$ cat src/sv/assert_macros.svh
// Assertion macros shared by the linear gradient shader modules.
// Depends on nothing; included by the modules that carry assertions.
`ifndef ASSERT_MACROS_SVH
`define ASSERT_MACROS_SVH

// Checks that a condition holds at every clock edge outside reset.
`define LGS_ASSERT(lbl, clk_s, rst_s, cond, msg) \
  lbl: assert property (@(posedge clk_s) disable iff (rst_s) (cond)) else $error(msg);

// Checks that a condition implies another at the same clock edge.
`define LGS_ASSERT_IMP(lbl, clk_s, rst_s, ante, cons, msg) \
  lbl: assert property (@(posedge clk_s) disable iff (rst_s) (ante) |-> (cons)) else $error(msg);

`endif

$ cat src/sv/lgs_pkg.sv
// Package of the linear gradient shader: sizes, codes and stage types.
// Depends on nothing; used by every module of the shader.
package lgs_pkg;

  localparam int MAX_STOPS   = 16;
  localparam int COORD_BITS  = 12;
  localparam int STOP_IDX_W  = $clog2(MAX_STOPS);
  localparam int STOP_CNT_W  = 5;

  localparam int PROD_W      = 32 + COORD_BITS + 2;
  localparam int SUM_W       = PROD_W + 2;
  localparam int T_W         = SUM_W - 1;
  localparam int U_W         = 17;
  localparam int W_W         = 16;
  localparam int P_W         = U_W + STOP_IDX_W;
  localparam int C16_W       = 24;
  localparam int PP_W        = 2 * C16_W;

  localparam logic [U_W-1:0] ONE_Q16 = U_W'(65536);
  localparam logic [U_W:0]   TWO_Q16 = (U_W + 1)'(131072);

  localparam int FIFO_DEPTH  = 16;
  localparam int FIFO_PTR_W  = $clog2(FIFO_DEPTH);
  localparam int FIFO_CNT_W  = $clog2(FIFO_DEPTH + 1);

  typedef enum logic {
    CMD_LOAD  = 1'b0,
    CMD_SHADE = 1'b1
  } cmd_t;

  typedef enum logic [1:0] {
    TILE_CLAMP  = 2'd0,
    TILE_REPEAT = 2'd1,
    TILE_MIRROR = 2'd2
  } tile_t;

  typedef enum logic [2:0] {
    REG_COEF_X      = 3'd0,
    REG_COEF_Y      = 3'd1,
    REG_COEF_OFFSET = 3'd2,
    REG_STOP_COUNT  = 3'd3,
    REG_TILE_MODE   = 3'd4
  } reg_idx_t;

  typedef struct packed {
    logic                  valid;
    logic                  shade;
    logic                  wr_ok;
    logic [STOP_IDX_W-1:0] wr_idx;
    logic [31:0]           wr_data;
    logic [U_W-1:0]        u;
  } tile_stage_t;

  typedef struct packed {
    logic           valid;
    logic [W_W-1:0] w;
  } blend_stage_t;

endpackage

$ cat src/sv/lgs_out_fifo.sv
// Output queue that holds finished pixels while the consumer stalls.
// Depends on lgs_pkg and assert_macros.svh.
`include "assert_macros.svh"

module lgs_out_fifo (
  input  logic        clk,
  input  logic        rst,
  input  logic        push,
  input  logic [31:0] push_data,
  input  logic        pop,
  output logic        not_empty,
  output logic [31:0] head
);

  logic [31:0]                      mem [lgs_pkg::FIFO_DEPTH];
  logic [lgs_pkg::FIFO_PTR_W-1:0]   wr_ptr;
  logic [lgs_pkg::FIFO_PTR_W-1:0]   rd_ptr;
  logic [lgs_pkg::FIFO_CNT_W-1:0]   count;
  logic                             full;

  assign not_empty = (count != '0);
  assign full = (count == lgs_pkg::FIFO_CNT_W'(lgs_pkg::FIFO_DEPTH));
  assign head = mem[rd_ptr];

  always_ff @(posedge clk) begin
    if (rst) begin
      wr_ptr <= '0;
      rd_ptr <= '0;
      count <= '0;
    end else begin
      if (push) begin
        wr_ptr <= wr_ptr + 1'b1;
      end
      if (pop) begin
        rd_ptr <= rd_ptr + 1'b1;
      end
      count <= count + lgs_pkg::FIFO_CNT_W'(push) - lgs_pkg::FIFO_CNT_W'(pop);
    end
  end

  always_ff @(posedge clk) begin
    if (push) begin
      mem[wr_ptr] <= push_data;
    end
  end

  `LGS_ASSERT(a_no_overflow, clk, rst, !(push && full && !pop), "pixel queue overflow")
  `LGS_ASSERT_IMP(a_no_underflow, clk, rst, pop, not_empty, "pop from empty pixel queue")

endmodule

$ cat config.mk
export PLATFORM = sky130hd
export DESIGN_NAME = lgs_out_fifo
export DESIGN_NICKNAME = d
export VERILOG_FILES = /design/src/sv/lgs_pkg.sv /design/src/sv/lgs_out_fifo.sv
export VERILOG_INCLUDE_DIRS = /design/src /design/src/sv
export SDC_FILE = /design/constraint.sdc
export NUM_CORES = 1
export LEC_CHECK = 0
export BUFFER_PORTS_ARGS = -buffer_cell sky130_fd_sc_hd__buf_4
export CAP_MARGIN = 20
export CORE_MARGIN = 1.5
export CORE_UTILIZATION = 36
export CTS_CLUSTER_SIZE = 30
export DETAILED_ROUTE_END_ITERATION = 7
export GPL_ROUTABILITY_DRIVEN = 0
export SYNTH_ARGS = -nofsm -noshare
export SYNTH_HDL_FRONTEND = slang
export SYNTH_SLANG_ARGS = --single-unit
$ cat constraint.sdc
create_clock -name clk -period 5.5 [get_ports clk]
set_input_delay 0.55 -clock clk [delete_from_list [all_inputs] [get_ports clk]]
set_output_delay 0.55 -clock clk [all_outputs]
set_load 0.01 [all_outputs]
==> qor.csv <==
metric,value,unit
status,finished clean,
"Arr. time, crit path",3050,ps
Crit Path Max Fanout,62,
Power per Cell Area,375,nW/um^2
# diodes,0,
fin crit share,65.5,%
Cells after Synth,880,
Core Region,55000,um^2
"Avg Cell Area, Syn",22.7,um^2
"commonest non-fill, non-tap cell in the layout",edfxtp_1,
Via-to-Cell Ratio,5.14,
Synth Cell Area,20000,um^2
gr usage total,15.4,%
Yosys cell types,27,
area share of the largest cell type after synthesis,77.0,%
Pleak,7.30,nW
max cap viols,0,
CTS Buf Count,53,
post-CTS sizing,0,
Synth area leader,edfxtp_1,
clock power share,40.3,%
mux share of post-synthesis cell area,14.5,%
drc violations,0,
Max clock buf depth,3,
skew final,13.8,ps
CP startpoint kind,flip-flop,
Hold Crit Class,primary input to flip-flop,
initial DRC count,922,
die width,239,um
CTS tree,yes,
Compound-Gate Fraction of Synth Area,2.54,%
relative slew slack,25.4,%
die footprint,56900,um^2
sequential fraction of the synthesis area,78.7,%
fin. max-slew vios,0,
H-tree lvl count,2,
DR pass1 iterations,7,
WL per Instance,24.1,um
vias in the first global route,9689,
"commonest cells after routing, fill and taps aside","edfxtp_1, mux4_2, buf_4",
CP endpoint kind,primary output,
die height,239,um
synth warn,0,
Setup TNS Final,0,ps
Post-Synth Simple-Gate Area,1.83,%
Initial Utilization,36.3,%
clock sinks,529,
Clock Pin Slew Worst Setup and Hold Paths,60,ps
clk_lat worst skew,590,ps
NetSw,1.85,mW
RSZ-0062 raised after global routing,false,
Routed Antenna Nets,0,
Post-Synth XOR/XNOR Area,0.395,%
Layout area overhead,16.2,%
Rows,86,
Crit Path Class,flip-flop to primary output,
Fin. Hold Viols,0,
final critical-path required period,3600,ps
Sequential Power Share,52.1,%
Overflow after GRT,0,
syn_nets,928,
Pint,6.85,mW
largest net degree at the start of global routing,63,
maximum vdd drop,0.209,mV
share of cells above drive strength 1,31.2,%
via count,9121,
dpl hpwl,21400,um
combinational share of power,7.6,%
first-pass GRT wire length,63300,um
FMAX,0.278,GHz
total I/O pin count,69,
#FFs+latches synth,529,
largest family of logic cells by synthesized area,multiplexers,
Slew @ Worst Pin,1120,ps
sw frac,21.2,%
root buf cell,clkbuf_16,
DRT Wirelength,42800,um
"Hold-fix buffers, CTS",0,
nets,1032,
adder-cell share of the synthesized area,0.789,%
Critical Path RT,4950,ps
Final setup viols,0,
Area contributors post-synth,"edfxtp_1, mux4_2, a22oi_1, dfxtp_1, ha_1",
number of I/O port buffers,68,
initial antenna violation count,3,
worst hold slack,239,ps
setup bufs post-CTS,0,
==> registers in the layout, indices dropped and copies added (netlist names), named ones only <==
name,flops
rd_ptr,4
wr_ptr,4
count,5
mem,512
==> layout make-up <==
cell class | count | area, um^2
sequential | 529 | 15700
clock inverter | 26 | 251
tap | 748 | 936
inverter | 8 | 30.0
clock buffer | 72 | 1450
multi-input combinational | 298 | 4060
fill | 4719 | 31800
timing repair buffer | 94 | 763
==> path summary, 6_finish.rpt <==
kind	from	end	slack, ps	cells past startpoint
min reg2reg	rd_ptr[3]	rd_ptr[3]	530	2
min	rst	flip-flop	240	2
max reg2reg	wr_ptr[2]	mem[3][2]	3380	3
max	flip-flop	head[2]	1900	5
==> critical path: stages (launching register included) <==
cell	delay, ps
dfxtp_4	1000
buf_4	460
mux4_2	350
a22oi_1	200
nand2_1	210
buf_4	200
==> metrics by stage <==
| stage | std cells | setup WS [ps] | power, mW | utilization [%] | area (um^2) |
|---|---|---|---|---|---|
| 6_report | 1775 | 1900 | 8.70 | 42.2 | 23200 |
| 3_5_place_dp | 1676 | 2310 | 5.29 | 39.1 | 21500 |
| 2_1_floorplan | 880 | 3190 | 5.03 | - | 20000 |
| 4_1_cts | 1774 | 1660 | 8.79 | 42.2 | 23200 |
| 3_3_place_gp | 1676 | 2270 | 5.28 | 39.1 | 21500 |
| 5_1_grt | 1775 | 1740 | 9.01 | 42.2 | 23200 |
==> synthesized netlist by cell type, drive strengths merged <==
| master | instances |
|---|---|
| edfxtp | 512 |
| mux4 | 128 |
| a22oi | 64 |
| nand2 | 35 |
| buf | 26 |
| clkbuf | 19 |
| and2 | 17 |
| dfxtp | 17 |
| nor2 | 15 |
| ha | 11 |
| inv | 8 |
| xor2 | 5 |
| nor2b | 4 |
| xnor2 | 4 |
| a21oi | 3 |
| mux2i | 2 |
| nand4 | 2 |
| a21o | 1 |
| and3 | 1 |
| and3b | 1 |
| fa | 1 |
| nand3 | 1 |
| nor3b | 1 |
| o21ai | 1 |
| or3 | 1 |
==> per-layer routing <==
metal	GRT usage [%]	part of all wire, %	vias up
met3	3.36	6.9	57
met1	21.8	44	4854
met5	0	0.070	-
met4	3.99	1.7	6
li1	-	-	3918
met2	24.3	47	286
==> power by group through the flow <==
stage | clock network (mW) | logic (mW) | registers (mW)
global placement | 0 | 0.646 | 4.63
CTS | 3.59 | 0.659 | 4.55
finish | 3.51 | 0.662 | 4.53
floorplan | 0 | 0.444 | 4.59
detailed placement | 0 | 0.657 | 4.63
global route | 3.75 | 0.728 | 4.54
==> kinds of logic after synthesis <==
| kind of cell | after synthesis |
|---|---|
| adders and majority gates | 12 |
| buffers and inverters | 53 |
| muxes | 130 |
| DFF | 529 |
| and+or+nand+nor | 78 |
| xor gates and xnor gates | 9 |
| AOI/OAI and AO/OA | 69 |
Note: power is estimated with default switching activity, not from simulation.
