## src/sv/assert_macros.svh

```systemverilog
// Assertion macros shared by the linear gradient shader modules.
// Depends on nothing; included by the modules that carry assertions.
`ifndef ASSERT_MACROS_SVH
`define ASSERT_MACROS_SVH

// Checks that a condition holds at every clock edge outside reset.
`define LGS_ASSERT(lbl, clk_s, rst_s, cond, msg) \
  lbl: assert property (@(posedge clk_s) disable iff (rst_s) (cond)) else $error(msg);

// Checks that a condition implies another at the same clock edge.
`define LGS_ASSERT_IMP(lbl, clk_s, rst_s, ante, cons, msg) \
  lbl: assert property (@(posedge clk_s) disable iff (rst_s) (ante) |-> (cons)) else $error(msg);

`endif

```

## src/sv/lgs_pkg.sv

```systemverilog
// Package of the linear gradient shader: sizes, codes and stage types.
// Depends on nothing; used by every module of the shader.
package lgs_pkg;

  localparam int MAX_STOPS   = 16;
  localparam int COORD_BITS  = 12;
  localparam int STOP_IDX_W  = $clog2(MAX_STOPS);
  localparam int STOP_CNT_W  = 5;

  localparam int PROD_W      = 32 + COORD_BITS + 2;
  localparam int SUM_W       = PROD_W + 2;
  localparam int T_W         = SUM_W - 1;
  localparam int U_W         = 17;
  localparam int W_W         = 16;
  localparam int P_W         = U_W + STOP_IDX_W;
  localparam int C16_W       = 24;
  localparam int PP_W        = 2 * C16_W;

  localparam logic [U_W-1:0] ONE_Q16 = U_W'(65536);
  localparam logic [U_W:0]   TWO_Q16 = (U_W + 1)'(131072);

  localparam int FIFO_DEPTH  = 16;
  localparam int FIFO_PTR_W  = $clog2(FIFO_DEPTH);
  localparam int FIFO_CNT_W  = $clog2(FIFO_DEPTH + 1);

  typedef enum logic {
    CMD_LOAD  = 1'b0,
    CMD_SHADE = 1'b1
  } cmd_t;

  typedef enum logic [1:0] {
    TILE_CLAMP  = 2'd0,
    TILE_REPEAT = 2'd1,
    TILE_MIRROR = 2'd2
  } tile_t;

  typedef enum logic [2:0] {
    REG_COEF_X      = 3'd0,
    REG_COEF_Y      = 3'd1,
    REG_COEF_OFFSET = 3'd2,
    REG_STOP_COUNT  = 3'd3,
    REG_TILE_MODE   = 3'd4
  } reg_idx_t;

  typedef struct packed {
    logic                  valid;
    logic                  shade;
    logic                  wr_ok;
    logic [STOP_IDX_W-1:0] wr_idx;
    logic [31:0]           wr_data;
    logic [U_W-1:0]        u;
  } tile_stage_t;

  typedef struct packed {
    logic           valid;
    logic [W_W-1:0] w;
  } blend_stage_t;

endpackage

```

## src/sv/lgs_param.sv

```systemverilog
// Gradient parameter pipeline: coordinates to tiled parameter in Q1.16.
// Depends on lgs_pkg and assert_macros.svh.
`include "assert_macros.svh"

module lgs_param (
  input  logic                           clk,
  input  logic                           rst,
  input  logic                           accept,
  input  logic                           command,
  input  logic [3:0]                     stop_index,
  input  logic [31:0]                    stop_color,
  input  logic [lgs_pkg::COORD_BITS-1:0] x_in,
  input  logic [lgs_pkg::COORD_BITS-1:0] y_in,
  input  logic signed [31:0]             coef_x,
  input  logic signed [31:0]             coef_y,
  input  logic signed [31:0]             coef_offset,
  input  logic [1:0]                     tile_mode,
  output lgs_pkg::tile_stage_t           ts
);

  logic                                  v1;
  logic                                  v2;
  logic                                  v3;
  logic                                  shade1;
  logic                                  shade2;
  logic                                  shade3;
  logic                                  ok1;
  logic                                  ok2;
  logic                                  ok3;
  logic [lgs_pkg::STOP_IDX_W-1:0]        idx1;
  logic [lgs_pkg::STOP_IDX_W-1:0]        idx2;
  logic [lgs_pkg::STOP_IDX_W-1:0]        idx3;
  logic [31:0]                           col1;
  logic [31:0]                           col2;
  logic [31:0]                           col3;
  logic [lgs_pkg::COORD_BITS-1:0]        x1;
  logic [lgs_pkg::COORD_BITS-1:0]        y1;
  logic signed [lgs_pkg::PROD_W-1:0]     px;
  logic signed [lgs_pkg::PROD_W-1:0]     py;
  logic signed [lgs_pkg::SUM_W-1:0]      sum;
  logic signed [lgs_pkg::T_W-1:0]        t;
  logic [lgs_pkg::U_W-1:0]               m;
  logic [lgs_pkg::U_W-1:0]               u_next;

  always_ff @(posedge clk) begin
    if (rst) begin
      v1 <= 1'b0;
      v2 <= 1'b0;
      v3 <= 1'b0;
      ts.valid <= 1'b0;
    end else begin
      v1 <= accept;
      v2 <= v1;
      v3 <= v2;
      ts.valid <= v3;
    end

    shade1 <= (command == lgs_pkg::CMD_SHADE);
    ok1 <= (32'(stop_index) < 32'(lgs_pkg::MAX_STOPS));
    idx1 <= lgs_pkg::STOP_IDX_W'(stop_index);
    col1 <= stop_color;
    x1 <= x_in;
    y1 <= y_in;

    shade2 <= shade1;
    ok2 <= ok1;
    idx2 <= idx1;
    col2 <= col1;
    px <= lgs_pkg::PROD_W'(coef_x) * lgs_pkg::PROD_W'($signed({1'b0, x1, 1'b1}));
    py <= lgs_pkg::PROD_W'(coef_y) * lgs_pkg::PROD_W'($signed({1'b0, y1, 1'b1}));

    shade3 <= shade2;
    ok3 <= ok2;
    idx3 <= idx2;
    col3 <= col2;
    t <= sum[lgs_pkg::SUM_W-1:1];

    ts.shade <= shade3;
    ts.wr_ok <= ok3;
    ts.wr_idx <= idx3;
    ts.wr_data <= col3;
    ts.u <= u_next;
  end

  // Twice the parameter; the arithmetic shift above halves it with floor.
  assign sum = lgs_pkg::SUM_W'(px) + lgs_pkg::SUM_W'(py)
             + (lgs_pkg::SUM_W'(coef_offset) <<< 1);

  assign m = t[lgs_pkg::U_W-1:0];

  always_comb begin
    case (tile_mode)
      lgs_pkg::TILE_CLAMP: begin
        if (t[lgs_pkg::T_W-1]) begin
          u_next = '0;
        end else if (t > $signed(lgs_pkg::T_W'(lgs_pkg::ONE_Q16))) begin
          u_next = lgs_pkg::ONE_Q16;
        end else begin
          u_next = m;
        end
      end
      lgs_pkg::TILE_REPEAT: begin
        u_next = {1'b0, m[lgs_pkg::W_W-1:0]};
      end
      default: begin
        if (m > lgs_pkg::ONE_Q16) begin
          u_next = lgs_pkg::U_W'(lgs_pkg::TWO_Q16 - {1'b0, m});
        end else begin
          u_next = m;
        end
      end
    endcase
  end

  `LGS_ASSERT_IMP(a_u_in_range, clk, rst, ts.valid && ts.shade, ts.u <= lgs_pkg::ONE_Q16, "tiled parameter above one")

endmodule

```

## config.mk

```make
export PLATFORM = sky130hd
export DESIGN_NAME = lgs_param
export DESIGN_NICKNAME = d
export VERILOG_FILES = /design/src/sv/lgs_pkg.sv /design/src/sv/lgs_param.sv
export VERILOG_INCLUDE_DIRS = /design/src /design/src/sv
export SDC_FILE = /design/constraint.sdc
export NUM_CORES = 2
export LEC_CHECK = 0
export ABC_AREA = 0
export BUFFER_PORTS_ARGS = -buffer_cell sky130_fd_sc_hd__clkbuf_2
export CAP_MARGIN = 30
export CORE_ASPECT_RATIO = 0.6
export CORE_MARGIN = 1
export CORE_UTILIZATION = 44
export CTS_CLUSTER_SIZE = 30
export DETAILED_ROUTE_END_ITERATION = 16
export HOLD_SLACK_MARGIN = 0.12
export PLACE_DENSITY = 0.57
export REMOVE_ABC_BUFFERS = 1
export SYNTH_ARGS = -nofsm -noshare
export SYNTH_HDL_FRONTEND = slang
export SYNTH_SLANG_ARGS = --single-unit
```

## constraint.sdc

```tcl
create_clock -name clk -period 9.19 [get_ports clk]
set_clock_uncertainty 0.2 [all_clocks]
set_input_delay 1.3785 -clock clk [delete_from_list [all_inputs] [get_ports clk]]
set_output_delay 1.3785 -clock clk [all_outputs]
set_load 0.05 [all_outputs]
```

==> metrics.txt <==
critical path class=input pin to register; worst stage delay on the critical path=0.54 ns; mux contribution to synthesized area=less than 1%; Die W=roughly 390 um; final-layout fill cell count=between 8,000 and 9,000; Crit. End Element=register; worst slew pin tran=approximately 1.0 ns; worst skew pair latency=approximately 0.58 ns; Hold EP=ts[21]; CP dominant cell by count=fa_1; Critical Path, Cell by Cell=clkbuf_2 > and2_1 > fa_1 > inv_1 > fa_1 > inv_1 > fa_1 > fa_1 > fa_1 > inv_1 > fa_1 > inv_1 > ha_1 > nand4_1 > a211o_1 > a21oi_1 > o211ai_1 > a21oi_1 > nand3_1 > o211ai_1 > o41ai_1 > xnor2_1; largest family of logic cells by synthesized area=adder cells; Period Utilization, post-route=around four fifths; hold_buf cts=0; RR Endpoint=py[43]; R2R Path Start=y1[5]; CTS tree=done; Port Buffer Count=~220; Post-Synth Adder-Cell Area=between 40 and 50%; status=completed; Post-synth EDFFs=0; CP max FO=13; Rows=between 80 and 90; detailed router's first-iteration violation count=1,612; Avg Synthesized Cell Area=9.55 um^2; post-synthesis compound-gate area fraction=roughly 7.5%; sequential fraction of the synthesis area=16.7%; router iterations before antenna repair=5; Register Area=roughly 6700 um^2; xor/xnor cell area share of the yosys netlist=under 10%; Hold Crit Start=col3[4]; Worst Reg2Reg Path Length in Cells=21; routed len/inst=between 15 and 20 um; worst reg-to-reg setup slack=between 1.5 and 2 ns; Final GP Congestion=between 0.8 and 0.9; hpwl dp=around 78 mm; pin count of the biggest net entering global routing=33; die height=235 um; post-synthesis simple-gate area fraction=about 14%; Synth Flop Type=dfxtp_1; core area=88,500 um^2; final wirelength=roughly 95 mm; type of origin of the critical path=input pin; Worst-path clk slew=~0.06 ns; Worst Path Arrival=between 7 and 8 ns; uppermost layer routed=met5; most frequent cells in the layout=inv_1, fa_1, nand2_1, and2_1, dfxtp_1; via count=27,100; gr ovfl total=0; RSZ-0062 raised after global routing=no; max_slew headroom=around a third; CTS Buf Count=35; Yosys Warn Count=0; Ports=between 200 and 250; Synth-to-Final Area Change=8.44%; Hold Crit Depth=0; area of the multi-input gates=about 29,000 um^2; vias in the first global route=28,400; CTS root buffer=clkbuf_16; cell count after synthesis=between 4,000 and 5,000; layout cells sized above 1=7.79%; setup TNS=0 ns; FMAX=approximately 130 MHz; met2 routed WL=between 30 and 40 mm; Hold Path Class=register to register; post-route ant nets=0; max-cap violations=0; Setup Buffers After CTS=0; area of the mapped netlist=39,800 um^2; total die area=slightly above 90,000 um^2; initial antenna violation count=8; DRC Markers=0; Netlist cell types=approximately 80; Vias/cell=between 4 and 5; endpoints failing setup=0; nets=roughly 5,500; Initial Utilization=between 40% and 50%; min cycle time layout=7.42 ns; Global Route Usage Sum=~22%; cts repair resizes=0; clk buf depth=3; first-pass GRT wire length=157 mm; CP max stage cell=fa_1; Pins Over Slew Limit=0; CP Data Required Time=~9.4 ns; FFs w/ async S/R, synth=0%; H-tree levels=2; met1 WL=about 49 mm; met3 routed WL=5.93 mm; post-synthesis register bit count=332; count of final hold-check violations=0; clk sink count=approximately 330; commonest non-fill, non-tap cell in the layout=inv_1
critical path, delay by kind of cell:
| kind | cells | cell delay [ns] |
|---|---|---|
| fa+ha+maj | 7 | 3.36 |
| xor+xnor | 1 | 0.14 |
| compound gates | 6 | 1.77 |
| buf+inv | 5 | 0.46 |
| simple gates | 3 | 0.52 |
per-stage QoR:
| stage | instance area (um^2) | util (%) | hold slack (ns) | instances | setup WS, ns |
|---|---|---|---|---|---|
| after floorplan | 39100 | - | 0.110 | 3993 | 2.25 |
| after global placement | 41900 | 47.3 | 0.110 | 5439 | 1.23 |
| after detailed placement | 42000 | 47.4 | 0.112 | 5442 | 1.28 |
| after CTS | 43100 | 48.7 | 0.122 | 5502 | 1.84 |
| after global routing | 43100 | 48.7 | 0.124 | 5510 | 1.45 |
| final | 43100 | 48.7 | 0.120 | 5510 | 1.77 |
layer usage:
layer	global-route usage [%]	up-vias
li1	-	12800
met1	34.3	13600
met2	30.9	622
met3	3.84	77
met4	3.58	4
met5	0.519	-
registers in the layout, indices dropped and copies added, names as in the netlist, 12 cells and up:
| register | flops |
|---|---|
| ts | 55 |
| t | 47 |
| px | 46 |
| py | 46 |
| col1 | 32 |
| col2 | 32 |
| col3 | 32 |
| x1 | 12 |
| y1 | 12 |
layout make-up:
cell class	instances	share of cell area, %
multi-input combinational	2756	67.4
sequential	332	15.4
inverter	905	7.88
tap	1204	3.49
timing repair buffer	247	3.28
clock buffer	46	2.27
clock inverter	14	0.229
antenna	6	0.0348
logic make-up (layout without fill, tap and decap cells):
group	after synthesis	in the layout
mux	1	1
flops	332	332
fa+ha+maj	1061	1061
compound gates	450	450
simple gates	1109	1109
buf+inv	1075	1212
xor+xnor	134	134
other cells	1	7
how the worst max path moves through the flow:
stage,from,end,slack [ns],depth (start not counted)
CTS,coef_x[13],px[45],1.84,22
global placement,coef_y[13],py[44],1.23,23
finish,coef_x[8],px[45],1.77,22
detailed placement,coef_x[13],px[45],1.28,22
global route,coef_y[13],py[44],1.45,23
floorplan,coef_y[21],py[43],2.25,21
synthesized netlist by cell type (4+ instances only):
master,n,area share (%)
and3_1,21,0.33
a221oi_1,4,0.088
o21a_1,22,0.42
nor4_1,10,0.16
nand2_1,457,4.3
a21boi_0,5,0.094
inv_1,905,8.5
and4_1,4,0.088
buf_2,5,0.063
o21ai_2,5,0.11
a21oi_1,144,1.8
o41ai_1,4,0.088
o21bai_1,15,0.28
o311ai_1,4,0.088
o31ai_1,9,0.17
or3_1,4,0.063
fa_1,802,40
a21o_1,65,1.2
ha_1,259,8.1
nor2b_1,25,0.39
o21ai_1,4,0.050
a31oi_1,11,0.17
o22ai_1,8,0.13
o211ai_1,15,0.28
o2111ai_1,4,0.088
xor2_1,39,0.86
dfxtp_1,332,17
a211o_1,6,0.13
nand2b_1,19,0.30
nor2_1,69,0.65
and2_1,406,6.4
clkbuf_1,161,1.5
a211oi_1,12,0.23
nand3_1,30,0.38
xnor2_1,95,2.1
nand4_1,24,0.38
nor3_1,25,0.31
o21ai_0,70,0.88
Power is left out: the tool's default activity adds up to more than one toggle a clock period on the data nets, which glitch-free logic cannot reach.
